## src/hdl/ahpf_pkg.sv

```systemverilog
package ahpf_pkg;

   localparam int ADDR_BITS_DEFAULT = 25;

   localparam int OFFSET_W   = 25;
   localparam int LEN_W      = 26;
   localparam int EXP_W      = 5;
   localparam int STATUS_W   = 2;
   localparam int CSR_IDX_W  = 3;
   localparam int CSR_DATA_W = 26;
   localparam int CALC_W     = 34;

   localparam logic [CSR_IDX_W-1:0] REG_RUNTIME_SIZE  = 3'd0;
   localparam logic [CSR_IDX_W-1:0] REG_ALIGN_LOG2    = 3'd1;
   localparam logic [CSR_IDX_W-1:0] REG_BANK_MODE     = 3'd2;
   localparam logic [CSR_IDX_W-1:0] REG_BANK_LOG2     = 3'd3;
   localparam logic [CSR_IDX_W-1:0] REG_IMAGE_SIZE    = 3'd4;
   localparam logic [CSR_IDX_W-1:0] REG_SPACE_SIZE    = 3'd5;
   localparam logic [CSR_IDX_W-1:0] REG_HOLES_TRUSTED = 3'd6;

   localparam logic [STATUS_W-1:0] ST_HOLE    = 2'd0;
   localparam logic [STATUS_W-1:0] ST_TAIL    = 2'd1;
   localparam logic [STATUS_W-1:0] ST_EMPTY   = 2'd2;
   localparam logic [STATUS_W-1:0] ST_NO_ROOM = 2'd3;

   localparam int OP_W = 4;
   localparam logic [OP_W-1:0] OP_NONE       = 4'd0;
   localparam logic [OP_W-1:0] OP_LOAD       = 4'd1;
   localparam logic [OP_W-1:0] OP_RANGE      = 4'd2;
   localparam logic [OP_W-1:0] OP_PIECE_FULL = 4'd3;
   localparam logic [OP_W-1:0] OP_BANK_TOP   = 4'd4;
   localparam logic [OP_W-1:0] OP_PIECE_TOP  = 4'd5;
   localparam logic [OP_W-1:0] OP_PIECE_PREV = 4'd6;
   localparam logic [OP_W-1:0] OP_ALIGN      = 4'd7;
   localparam logic [OP_W-1:0] OP_CHECK      = 4'd8;
   localparam logic [OP_W-1:0] OP_MCALC      = 4'd9;
   localparam logic [OP_W-1:0] OP_MCHECK     = 4'd10;
   localparam logic [OP_W-1:0] OP_TAIL       = 4'd11;
   localparam logic [OP_W-1:0] OP_TAIL_BANK  = 4'd12;
   localparam logic [OP_W-1:0] OP_REPORT     = 4'd13;

   typedef struct packed {
      logic [LEN_W-1:0] runtime_size;
      logic [EXP_W-1:0] align_log2;
      logic             bank_mode;
      logic [EXP_W-1:0] bank_log2;
      logic [LEN_W-1:0] image_size;
      logic [LEN_W-1:0] space_size;
      logic             holes_trusted;
   } cfg_type;

   typedef struct packed {
      logic [OP_W-1:0] op;
   } cmd_type;

   typedef struct packed {
      logic item_ok;
      logic bank_mode;
      logic big_runtime;
      logic align_ge_bank;
      logic fit;
      logic prev_ok;
      logic last_item;
      logic out_free;
   } stat_type;

   function automatic logic [CALC_W-1:0] align_up(input logic [CALC_W-1:0] v,
                                                  input logic [EXP_W-1:0] lg);
      logic [CALC_W-1:0] m;
      m = (CALC_W'(1) << lg) - CALC_W'(1);
      return (v + m) & ~m;
   endfunction

endpackage

```

## src/hdl/ahpf_if.sv

```systemverilog
interface ahpf_req_if import ahpf_pkg::*;
();
   logic                valid;
   logic                ready;
   logic                holds_range;
   logic [OFFSET_W-1:0] range_start;
   logic [LEN_W-1:0]    range_length;
   logic                last_range;

   modport source (output valid, holds_range, range_start, range_length, last_range,
                   input ready);
   modport sink (input valid, holds_range, range_start, range_length, last_range,
                 output ready);
endinterface

interface ahpf_rsp_if import ahpf_pkg::*;
();
   logic                valid;
   logic                ready;
   logic [STATUS_W-1:0] status;
   logic [OFFSET_W-1:0] placed_offset;
   logic [LEN_W-1:0]    placed_bytes;

   modport source (output valid, status, placed_offset, placed_bytes, input ready);
   modport sink (input valid, status, placed_offset, placed_bytes, output ready);
endinterface

interface ahpf_csr_if import ahpf_pkg::*;
();
   logic                  valid;
   logic                  ready;
   logic [CSR_IDX_W-1:0]  index;
   logic [CSR_DATA_W-1:0] data;

   modport source (output valid, index, data, input ready);
   modport sink (input valid, index, data, output ready);
endinterface

```

## src/hdl/aligned_hole_placement_finder.sv

```systemverilog
// Finds a start offset for a runtime image in a list of free ranges.
// Channels: req_chan carries one free range per transaction, the final one
// flagged by last_range; rsp_chan returns one result per list (status,
// placed_offset, placed_bytes); csr_chan writes the seven setup registers
// by index and is always ready.
// Sequencing: after its accept, a range passes through clamp and dispatch,
// then up to two piece/align/check passes (in bank mode with align_log2 >=
// bank_log2, a calc/check pair instead; or none), then done. The next range
// is not accepted before then. The final transaction adds tail, bank adjust
// and report before the result is registered on rsp_chan.
// One range is in flight at a time; req_chan.ready is high only when idle.
// Reset clears the setup registers to their defaults, the best-fit tracker
// and the output valid flag. If the receiver stalls, the result holds on
// rsp_chan; ranges are still taken meanwhile, and the next result waits in
// the sequencer until the output register frees up.
module aligned_hole_placement_finder import ahpf_pkg::*;
#(
   parameter int ADDR_BITS = ADDR_BITS_DEFAULT
)
(
   input  logic        clock,
   input  logic        reset,
   ahpf_req_if.sink    req_chan,
   ahpf_rsp_if.source  rsp_chan,
   ahpf_csr_if.sink    csr_chan
);

   cfg_type  cfg;
   cmd_type  cmd;
   stat_type st;

   ahpf_csr u_csr (
      .clock    (clock),
      .reset    (reset),
      .csr_chan (csr_chan),
      .cfg      (cfg)
   );

   ahpf_ctrl u_ctrl (
      .clock     (clock),
      .reset     (reset),
      .req_valid (req_chan.valid),
      .req_ready (req_chan.ready),
      .st        (st),
      .cmd       (cmd)
   );

   ahpf_dp #(
      .ADDR_BITS (ADDR_BITS)
   ) u_dp (
      .clock        (clock),
      .reset        (reset),
      .cfg          (cfg),
      .cmd          (cmd),
      .st           (st),
      .holds_range  (req_chan.holds_range),
      .range_start  (req_chan.range_start),
      .range_length (req_chan.range_length),
      .last_range   (req_chan.last_range),
      .rsp_valid    (rsp_chan.valid),
      .rsp_ready    (rsp_chan.ready),
      .rsp_status   (rsp_chan.status),
      .rsp_offset   (rsp_chan.placed_offset),
      .rsp_bytes    (rsp_chan.placed_bytes)
   );

endmodule

```

## src/hdl/ahpf_csr.sv

```systemverilog
module ahpf_csr import ahpf_pkg::*;
(
   input  logic       clock,
   input  logic       reset,
   ahpf_csr_if.sink   csr_chan,
   output cfg_type    cfg
);

   cfg_type cfg_ff;
   cfg_type cfg_in;

   assign csr_chan.ready = 1'b1;
   assign cfg = cfg_ff;

   always_comb begin
      cfg_in = cfg_ff;
      if (csr_chan.valid) begin
         case (csr_chan.index)
            REG_RUNTIME_SIZE:  cfg_in.runtime_size  = csr_chan.data[LEN_W-1:0];
            REG_ALIGN_LOG2:    cfg_in.align_log2    = csr_chan.data[EXP_W-1:0];
            REG_BANK_MODE:     cfg_in.bank_mode     = csr_chan.data[0];
            REG_BANK_LOG2:     cfg_in.bank_log2     = csr_chan.data[EXP_W-1:0];
            REG_IMAGE_SIZE:    cfg_in.image_size    = csr_chan.data[LEN_W-1:0];
            REG_SPACE_SIZE:    cfg_in.space_size    = csr_chan.data[LEN_W-1:0];
            REG_HOLES_TRUSTED: cfg_in.holes_trusted = csr_chan.data[0];
            default: ;
         endcase
      end
   end

   always_ff @(posedge clock) begin
      if (reset) begin
         cfg_ff.runtime_size  <= '0;
         cfg_ff.align_log2    <= EXP_W'(2);
         cfg_ff.bank_mode     <= 1'b0;
         cfg_ff.bank_log2     <= EXP_W'(16);
         cfg_ff.image_size    <= '0;
         cfg_ff.space_size    <= LEN_W'(33554432);
         cfg_ff.holes_trusted <= 1'b0;
      end else begin
         cfg_ff <= cfg_in;
      end
   end

endmodule

```

## src/hdl/ahpf_ctrl.sv

```systemverilog
module ahpf_ctrl import ahpf_pkg::*;
(
   input  logic     clock,
   input  logic     reset,
   input  logic     req_valid,
   output logic     req_ready,
   input  stat_type st,
   output cmd_type  cmd
);

   localparam int SW = 4;
   localparam logic [SW-1:0] S_IDLE      = 4'd0;
   localparam logic [SW-1:0] S_RANGE     = 4'd1;
   localparam logic [SW-1:0] S_DISPATCH  = 4'd2;
   localparam logic [SW-1:0] S_PIECE_TOP = 4'd3;
   localparam logic [SW-1:0] S_PIECE_PRV = 4'd4;
   localparam logic [SW-1:0] S_ALIGN     = 4'd5;
   localparam logic [SW-1:0] S_CHECK     = 4'd6;
   localparam logic [SW-1:0] S_MCALC     = 4'd7;
   localparam logic [SW-1:0] S_MCHECK    = 4'd8;
   localparam logic [SW-1:0] S_DONE      = 4'd9;
   localparam logic [SW-1:0] S_TAIL      = 4'd10;
   localparam logic [SW-1:0] S_TAIL_BANK = 4'd11;
   localparam logic [SW-1:0] S_REPORT    = 4'd12;

   logic [SW-1:0] state_ff, state_in;
   logic          second_ff, second_in;

   assign req_ready = (state_ff == S_IDLE);

   always_comb begin
      state_in  = state_ff;
      second_in = second_ff;
      cmd.op    = OP_NONE;
      case (state_ff)
         S_IDLE: begin
            if (req_valid) begin
               cmd.op   = OP_LOAD;
               state_in = S_RANGE;
            end
         end
         S_RANGE: begin
            cmd.op   = OP_RANGE;
            state_in = S_DISPATCH;
         end
         S_DISPATCH: begin
            if (!st.item_ok) begin
               state_in = S_DONE;
            end else if (!st.bank_mode) begin
               cmd.op    = OP_PIECE_FULL;
               second_in = 1'b1;
               state_in  = S_ALIGN;
            end else if (st.big_runtime) begin
               state_in = S_DONE;
            end else if (st.align_ge_bank) begin
               state_in = S_MCALC;
            end else begin
               cmd.op   = OP_BANK_TOP;
               state_in = S_PIECE_TOP;
            end
         end
         S_PIECE_TOP: begin
            cmd.op    = OP_PIECE_TOP;
            second_in = 1'b0;
            state_in  = S_ALIGN;
         end
         S_PIECE_PRV: begin
            cmd.op    = OP_PIECE_PREV;
            second_in = 1'b1;
            state_in  = S_ALIGN;
         end
         S_ALIGN: begin
            cmd.op   = OP_ALIGN;
            state_in = S_CHECK;
         end
         S_CHECK: begin
            cmd.op = OP_CHECK;
            if (st.fit || second_ff || !st.prev_ok) begin
               state_in = S_DONE;
            end else begin
               state_in = S_PIECE_PRV;
            end
         end
         S_MCALC: begin
            cmd.op   = OP_MCALC;
            state_in = S_MCHECK;
         end
         S_MCHECK: begin
            cmd.op   = OP_MCHECK;
            state_in = S_DONE;
         end
         S_DONE: begin
            state_in = st.last_item ? S_TAIL : S_IDLE;
         end
         S_TAIL: begin
            cmd.op   = OP_TAIL;
            state_in = S_TAIL_BANK;
         end
         S_TAIL_BANK: begin
            cmd.op   = OP_TAIL_BANK;
            state_in = S_REPORT;
         end
         S_REPORT: begin
            if (st.out_free) begin
               cmd.op   = OP_REPORT;
               state_in = S_IDLE;
            end
         end
         default: state_in = S_IDLE;
      endcase
   end

   always_ff @(posedge clock) begin
      if (reset) begin
         state_ff  <= S_IDLE;
         second_ff <= 1'b0;
      end else begin
         state_ff  <= state_in;
         second_ff <= second_in;
      end
   end

endmodule

```

## src/hdl/ahpf_dp.sv

```systemverilog
module ahpf_dp import ahpf_pkg::*;
#(
   parameter int ADDR_BITS = ADDR_BITS_DEFAULT
)
(
   input  logic                clock,
   input  logic                reset,
   input  cfg_type             cfg,
   input  cmd_type             cmd,
   output stat_type            st,
   input  logic                holds_range,
   input  logic [OFFSET_W-1:0] range_start,
   input  logic [LEN_W-1:0]    range_length,
   input  logic                last_range,
   output logic                rsp_valid,
   input  logic                rsp_ready,
   output logic [STATUS_W-1:0] rsp_status,
   output logic [OFFSET_W-1:0] rsp_offset,
   output logic [LEN_W-1:0]    rsp_bytes
);

   localparam logic [CALC_W-1:0]   LIMIT     = CALC_W'(1) << ADDR_BITS;
   localparam logic [OFFSET_W-1:0] KEEP_MASK = OFFSET_W'(LIMIT - CALC_W'(1));

   logic                holds_ff, last_item_ff;
   logic [CALC_W-1:0]   rs_ff, len_ff, re_ff, top_ff, ps_ff, pe_ff, c_ff, tail_ff;
   logic [CALC_W-1:0]   rs_in, len_in, re_in, top_in, ps_in, pe_in, c_in, tail_in;
   logic                holds_in, last_item_in;
   logic                m_ok_ff, m_ok_in;
   logic                have_fit_ff, have_fit_in;
   logic [OFFSET_W-1:0] best_ff, best_in;
   logic                out_valid_ff, out_valid_in;
   logic [STATUS_W-1:0] out_status_ff, out_status_in;
   logic [OFFSET_W-1:0] out_offset_ff, out_offset_in;
   logic [LEN_W-1:0]    out_bytes_ff, out_bytes_in;

   logic [CALC_W-1:0] r, bsz, bmask, amask, sum, top_end, prev, space;
   logic              fit, better;

   assign r       = CALC_W'(cfg.runtime_size);
   assign bsz     = CALC_W'(1) << cfg.bank_log2;
   assign bmask   = bsz - CALC_W'(1);
   assign amask   = (CALC_W'(1) << cfg.align_log2) - CALC_W'(1);
   assign sum     = rs_ff + len_ff;
   assign top_end = top_ff + bsz;
   assign prev    = top_ff - bsz;
   assign space   = (CALC_W'(cfg.space_size) < LIMIT) ? CALC_W'(cfg.space_size) : LIMIT;
   assign fit     = (c_ff + r) <= pe_ff;
   assign better  = !have_fit_ff || (c_ff > CALC_W'(best_ff));

   assign st.item_ok       = holds_ff && cfg.holes_trusted && (r != '0) && (re_ff > rs_ff);
   assign st.bank_mode     = cfg.bank_mode;
   assign st.big_runtime   = r > bsz;
   assign st.align_ge_bank = cfg.align_log2 >= cfg.bank_log2;
   assign st.fit           = fit;
   assign st.prev_ok       = top_ff > rs_ff;
   assign st.last_item     = last_item_ff;
   assign st.out_free      = !out_valid_ff || rsp_ready;

   assign rsp_valid  = out_valid_ff;
   assign rsp_status = out_status_ff;
   assign rsp_offset = out_offset_ff;
   assign rsp_bytes  = out_bytes_ff;

   always_comb begin
      holds_in      = holds_ff;
      last_item_in  = last_item_ff;
      rs_in         = rs_ff;
      len_in        = len_ff;
      re_in         = re_ff;
      top_in        = top_ff;
      ps_in         = ps_ff;
      pe_in         = pe_ff;
      c_in          = c_ff;
      tail_in       = tail_ff;
      m_ok_in       = m_ok_ff;
      have_fit_in   = have_fit_ff;
      best_in       = best_ff;
      out_status_in = out_status_ff;
      out_offset_in = out_offset_ff;
      out_bytes_in  = out_bytes_ff;
      out_valid_in  = out_valid_ff && !rsp_ready;
      case (cmd.op)
         OP_LOAD: begin
            holds_in     = holds_range;
            last_item_in = last_range;
            rs_in        = CALC_W'(range_start);
            len_in       = CALC_W'(range_length);
         end
         OP_RANGE: begin
            re_in = (sum > LIMIT) ? LIMIT : sum;
         end
         OP_PIECE_FULL: begin
            ps_in = rs_ff;
            pe_in = re_ff;
         end
         OP_BANK_TOP: begin
            top_in = (re_ff - CALC_W'(1)) & ~bmask;
         end
         OP_PIECE_TOP: begin
            ps_in = (top_ff > rs_ff) ? top_ff : rs_ff;
            pe_in = (top_end < re_ff) ? top_end : re_ff;
         end
         OP_PIECE_PREV: begin
            ps_in = (prev > rs_ff) ? prev : rs_ff;
            pe_in = top_ff;
         end
         OP_ALIGN: begin
            c_in = align_up(ps_ff, cfg.align_log2);
         end
         OP_CHECK: begin
            if (fit && better) begin
               have_fit_in = 1'b1;
               best_in     = c_ff[OFFSET_W-1:0] & KEEP_MASK;
            end
         end
         OP_MCALC: begin
            m_ok_in = re_ff >= r;
            c_in    = (re_ff - r) & ~amask;
         end
         OP_MCHECK: begin
            if (m_ok_ff && (c_ff >= rs_ff) && better) begin
               have_fit_in = 1'b1;
               best_in     = c_ff[OFFSET_W-1:0] & KEEP_MASK;
            end
         end
         OP_TAIL: begin
            tail_in = align_up(CALC_W'(cfg.image_size), cfg.align_log2);
         end
         OP_TAIL_BANK: begin
            if (cfg.bank_mode &&
                ((tail_ff >> cfg.bank_log2) != ((tail_ff + r - CALC_W'(1)) >> cfg.bank_log2))) begin
               tail_in = align_up(tail_ff, cfg.bank_log2);
            end
         end
         OP_REPORT: begin
            out_valid_in = 1'b1;
            have_fit_in  = 1'b0;
            best_in      = '0;
            if (r == '0) begin
               out_status_in = ST_EMPTY;
               out_offset_in = '0;
               out_bytes_in  = '0;
            end else if (have_fit_ff) begin
               out_status_in = ST_HOLE;
               out_offset_in = best_ff;
               out_bytes_in  = cfg.runtime_size;
            end else if ((tail_ff > space) || (r > space - tail_ff)) begin
               out_status_in = ST_NO_ROOM;
               out_offset_in = '0;
               out_bytes_in  = '0;
            end else begin
               out_status_in = ST_TAIL;
               out_offset_in = tail_ff[OFFSET_W-1:0];
               out_bytes_in  = cfg.runtime_size;
            end
         end
         default: ;
      endcase
   end

   always_ff @(posedge clock) begin
      if (reset) begin
         have_fit_ff  <= 1'b0;
         best_ff      <= '0;
         out_valid_ff <= 1'b0;
      end else begin
         have_fit_ff  <= have_fit_in;
         best_ff      <= best_in;
         out_valid_ff <= out_valid_in;
      end
   end

   always_ff @(posedge clock) begin
      holds_ff      <= holds_in;
      last_item_ff  <= last_item_in;
      rs_ff         <= rs_in;
      len_ff        <= len_in;
      re_ff         <= re_in;
      top_ff        <= top_in;
      ps_ff         <= ps_in;
      pe_ff         <= pe_in;
      c_ff          <= c_in;
      tail_ff       <= tail_in;
      m_ok_ff       <= m_ok_in;
      out_status_ff <= out_status_in;
      out_offset_ff <= out_offset_in;
      out_bytes_ff  <= out_bytes_in;
   end

endmodule
```

## src/flat_wrapper.sv

```systemverilog
// flat-port wrapper written by rule: the top's interface ports become plain ports
module aligned_hole_placement_finder_flat import ahpf_pkg::*;
#(
   parameter int ADDR_BITS = ADDR_BITS_DEFAULT
)
  (clock, reset, req_chan_valid, req_chan_holds_range, req_chan_range_start, req_chan_range_length, req_chan_last_range, req_chan_ready, rsp_chan_valid, rsp_chan_status, rsp_chan_placed_offset, rsp_chan_placed_bytes, rsp_chan_ready, csr_chan_valid, csr_chan_index, csr_chan_data, csr_chan_ready);
  ahpf_req_if req_chan_i ();
  ahpf_rsp_if rsp_chan_i ();
  ahpf_csr_if csr_chan_i ();
  input  logic clock;
  input  logic reset;
  input wire logic [$bits(req_chan_i.valid)-1:0] req_chan_valid;
  input wire logic [$bits(req_chan_i.holds_range)-1:0] req_chan_holds_range;
  input wire logic [$bits(req_chan_i.range_start)-1:0] req_chan_range_start;
  input wire logic [$bits(req_chan_i.range_length)-1:0] req_chan_range_length;
  input wire logic [$bits(req_chan_i.last_range)-1:0] req_chan_last_range;
  output wire logic [$bits(req_chan_i.ready)-1:0] req_chan_ready;
  output wire logic [$bits(rsp_chan_i.valid)-1:0] rsp_chan_valid;
  output wire logic [$bits(rsp_chan_i.status)-1:0] rsp_chan_status;
  output wire logic [$bits(rsp_chan_i.placed_offset)-1:0] rsp_chan_placed_offset;
  output wire logic [$bits(rsp_chan_i.placed_bytes)-1:0] rsp_chan_placed_bytes;
  input wire logic [$bits(rsp_chan_i.ready)-1:0] rsp_chan_ready;
  input wire logic [$bits(csr_chan_i.valid)-1:0] csr_chan_valid;
  input wire logic [$bits(csr_chan_i.index)-1:0] csr_chan_index;
  input wire logic [$bits(csr_chan_i.data)-1:0] csr_chan_data;
  output wire logic [$bits(csr_chan_i.ready)-1:0] csr_chan_ready;
  assign req_chan_i.valid = req_chan_valid;
  assign req_chan_i.holds_range = req_chan_holds_range;
  assign req_chan_i.range_start = req_chan_range_start;
  assign req_chan_i.range_length = req_chan_range_length;
  assign req_chan_i.last_range = req_chan_last_range;
  assign req_chan_ready = req_chan_i.ready;
  assign rsp_chan_valid = rsp_chan_i.valid;
  assign rsp_chan_status = rsp_chan_i.status;
  assign rsp_chan_placed_offset = rsp_chan_i.placed_offset;
  assign rsp_chan_placed_bytes = rsp_chan_i.placed_bytes;
  assign rsp_chan_i.ready = rsp_chan_ready;
  assign csr_chan_i.valid = csr_chan_valid;
  assign csr_chan_i.index = csr_chan_index;
  assign csr_chan_i.data = csr_chan_data;
  assign csr_chan_ready = csr_chan_i.ready;
  aligned_hole_placement_finder #(.ADDR_BITS(ADDR_BITS)) u_core (.clock(clock), .reset(reset), .req_chan(req_chan_i), .rsp_chan(rsp_chan_i), .csr_chan(csr_chan_i));
endmodule
```

## config.mk

```make
export PLATFORM = sky130hd
export DESIGN_NAME = aligned_hole_placement_finder_flat
export DESIGN_NICKNAME = d
export VERILOG_FILES = /design/src/hdl/ahpf_pkg.sv /design/src/hdl/ahpf_if.sv /design/src/hdl/aligned_hole_placement_finder.sv /design/src/hdl/ahpf_csr.sv /design/src/hdl/ahpf_ctrl.sv /design/src/hdl/ahpf_dp.sv /design/src/flat_wrapper.sv
export SDC_FILE = /design/constraint.sdc
export NUM_CORES = 2
export LEC_CHECK = 0
export BUFFER_PORTS_ARGS = -buffer_cell sky130_fd_sc_hd__buf_2
export CAP_MARGIN = 20
export CORE_MARGIN = 5
export CORE_UTILIZATION = 50
export CTS_BUF_LIST = sky130_fd_sc_hd__clkbuf_4
export DETAILED_ROUTE_END_ITERATION = 10
export PLACE_DENSITY_LB_ADDON = 0.08
export SLEW_MARGIN = 40
export SYNTH_ARGS = -nofsm -noshare
export SYNTH_HDL_FRONTEND = slang
export SYNTH_SLANG_ARGS = --single-unit
```

## constraint.sdc

```tcl
create_clock -name clock -period 18.45 [get_ports clock]
set_clock_uncertainty 0.05 [all_clocks]
set_input_delay 2.7675 -clock clock [delete_from_list [all_inputs] [get_ports clock]]
set_output_delay 2.7675 -clock clock [all_outputs]
set_load 0.02 [all_outputs]
```

==> results.md <==
* Status: complete, no violations
* Slew @ Worst Pin at 0.962 ns
* Yosys warns at 0
* Synth top area share at 20.9%
* TritonCTS Buffers at 132
* Final Non-Filler Cells at 6,595
* Core Box Area at 0.0866 mm²
* DRC Markers at 0
* DR vias/cell at 6.37
* First-pass GRT wire length at 253,000 µm
* Final Hold Viols at 0
* Share of cells above drive strength 1 at 10.5%
* Initial antenna violation count at 11
* Ports at 143
* Largest cells by area after synthesis: edfxtp_1 21%, ha_1 16%, dfxtp_1 5.6%, a21oi_1 5.2%, xnor2_1 4.1%
* Vias in the first global route at 40,200
* Slowest cell on crit path: nor2_1
* All-Layer GR Usage at 35.8%
* Port buffer count at 141
* Placed cell areas at 0.0455 mm²
* Root Driver: clkbuf_4
* Setup bufs post-CTS at 0
* Crit path buffers/inverters at 3
* Crit Path Max Fanout at 55
* WS Path Type: flip-flop to flip-flop
* M1 GR Usage at 45.2%
* Synth area leader: edfxtp_1
* Max transition margin at 35.2%
* Met2 GRT Util at 56.9%
* H-tree lvl count at 4
* TritonCTS clock tree: done
* CP Launch Type: flip-flop
* Most frequent cell after synthesis: ha_1
* CTS clk-pin slew, worst paths at 0.07 ns
* Met3 Use GR at 7.27%
* Most frequent cell on the critical path: nor2_1
* Worst vdd ir at 76.0 µV
* Synth Cell Area at 0.0436 mm²
* Std-Cell Rows at 108
* Top FF cell, synth: edfxtp_1
* Final Max Slew Viols at 0
* P_leak at 20.7 nW
* Die Width at 305 µm
* Post-synthesis async set-or-reset flop share at 0%
* Final setup viols at 0
* Seq. cell area at 0.0116 mm²
* DPL Wire Length at 137,000 µm
* GRT busiest layer: met2
* Unrepaired setup endpoints after global routing: false
* Initial Utilization at 50.3%
* Synth Register Bits at 426
* Placer congestion estimate at 1.04
* CP endpoint kind: flip-flop
* Clk sinks at 426
* Commonest cells post-synth: 568 x ha_1, 468 x nand2_1, 457 x nor2_1
* Synth Instances at 5,197
* Total Neg Setup Slack at 0 ns
* EDFF count, synth at 304
* Tcrit/Tclk final at 45.4%
* Clk Latency, worst-skew pair at 1.13 ns
* Crit path required time at 19.23 ns
* Starting DRT DRC Count at 4,246
* Fin area at 0.0472 mm²
* Die ar. at 0.0932 mm²
* PwrDens at 67.3 mW/mm²
* Worst min-delay path class: flip-flop to flip-flop
* Nets at 6,002
* Placed instance count at 6,358
* Gr ovfl total at 0
* Register area share after synthesis at 26.5%
* Post-CTS Resized at 0
* Area of the multi-input gates at 0.0296 mm²
* MaxCap Viol Count at 0
* Detail Route Antenna Nets at 0
* Via count at 42,000
* Total Wirelength at 174,000 µm
* CTS Buffer Depth at 3
* Achievable Freq at 0.119 GHz
* Syn_area_per_cell at 8.39 µm²
* Layout area overhead at 8.32%
* Final core utilization at 54.5%
* Top delay family on crit path: compound AO/OA/AOI/OAI gates
* Chip Height at 305 µm
* Number of hold buffers added after CTS at 0
* Crit path time final at 8.37 ns
* Filler instances at 8,356
* WL/cell at 26.3 µm
* Largest net degree at the start of global routing at 79
* Data arrival, critical path at 9.16 ns
* TritonRoute pass-1 iters at 6
* Cell variety after synth at 111
* Slowest stage delay, CP at 0.56 ns
* Worst hold margin at 0.401 ns
[cell type report]
class,count,share of cell area (%)
multi-input cells,4156,62.7
flip-flops and latches,426,24.5
inverters,396,3.15
well taps,1155,3.06
clock buffers,187,2.97
repair buffers,225,2.87
clock inverters,46,0.683
diodes,4,0.0212
[power breakdown]
part           switching, mW  internal, mW  leakage [nW]
Combinational          0.577         0.378          15.8
Sequential            0.0902          1.12          3.86
Clock                  0.490         0.526          1.01
Total                   1.16          2.02          20.7
[cells by family after synthesis]
kind of cell,count (synthesis),synth area share (%)
compound gates,1445,22.2
xor+xnor,301,6.05
fa+ha+maj,578,16.8
buf+inv,617,5.81
flops,426,26.5
mux,139,4.15
other cells,2,0.0172
simple gates,1689,18.5
[flip-flops by register name (all words and copies together) (netlist names), 2 cells and up]
register / cells
u_core.u_dp.re_ff: 27
u_core.u_dp.rsp_status: 2
u_core.u_dp.c_ff: 34
u_core.u_dp.len_ff: 26
u_core.u_dp.ps_ff: 34
u_core.u_dp.rs_ff: 25
u_core.u_dp.top_ff: 34
u_core.u_dp.best_ff: 25
u_core.u_csr.cfg: 90
u_core.u_dp.tail_ff: 34
u_core.u_dp.rsp_offset: 25
u_core.u_dp.rsp_bytes: 26
u_core.u_ctrl.state_ff: 4
u_core.u_dp.pe_ff: 34
[metrics by stage]
stage	setup WS, ns	total power, mW
after floorplan	10.86	1.86
after global placement	10.54	2.15
after detailed placement	10.31	2.16
after CTS	10.23	3.18
after global routing	9.63	3.35
final	10.08	3.18
[final timing paths]
kind,startpoint,endpoint,slack (ns),depth (start not counted)
worst max register to register,u_core.u_csr.cfg[55],u_core.u_dp.ps_ff[0],10.08,31
worst max-delay path,u_core.u_csr.cfg[55],u_core.u_dp.ps_ff[0],10.08,31
worst min-delay path,u_core.u_csr.cfg[4],u_core.u_csr.cfg[4],0.40,2
worst min register to register,u_core.u_csr.cfg[4],u_core.u_csr.cfg[4],0.40,2
[metal layers]
layer | wire length [µm] | share of wire, %
met1 | 69300 | 40
met3 | 15200 | 8.8
met4 | 11700 | 6.7
met2 | 77400 | 45
met5 | 10 | 0.0058
[layout by cell type (no fill, tap or decap), types with 116 or more instances in the layout]
cell	Yosys	routed
a21o_1	179	179
dfxtp_1	122	116
inv_1	392	389
xnor2_1	203	203
edfxtp_1	304	304
a21oi_1	450	447
nand3_1	116	116
nor3_1	134	128
o21ai_0	239	234
nor2_1	457	452
ha_1	568	568
nand2_1	468	468
clkbuf_4	0	187
buf_2	8	140
[worst register-to-register path: cells and delay by family (launching register included)]
family | cells | cell delay (ns)
DFF | 1 | 0.43
and+or+nand+nor | 12 | 2.74
buffers and inverters | 3 | 0.87
xor gates and xnor gates | 1 | 0.12
adders and majority gates | 2 | 0.73
AOI/OAI and AO/OA | 13 | 3.14
Power figures use the tool's default switching activity.
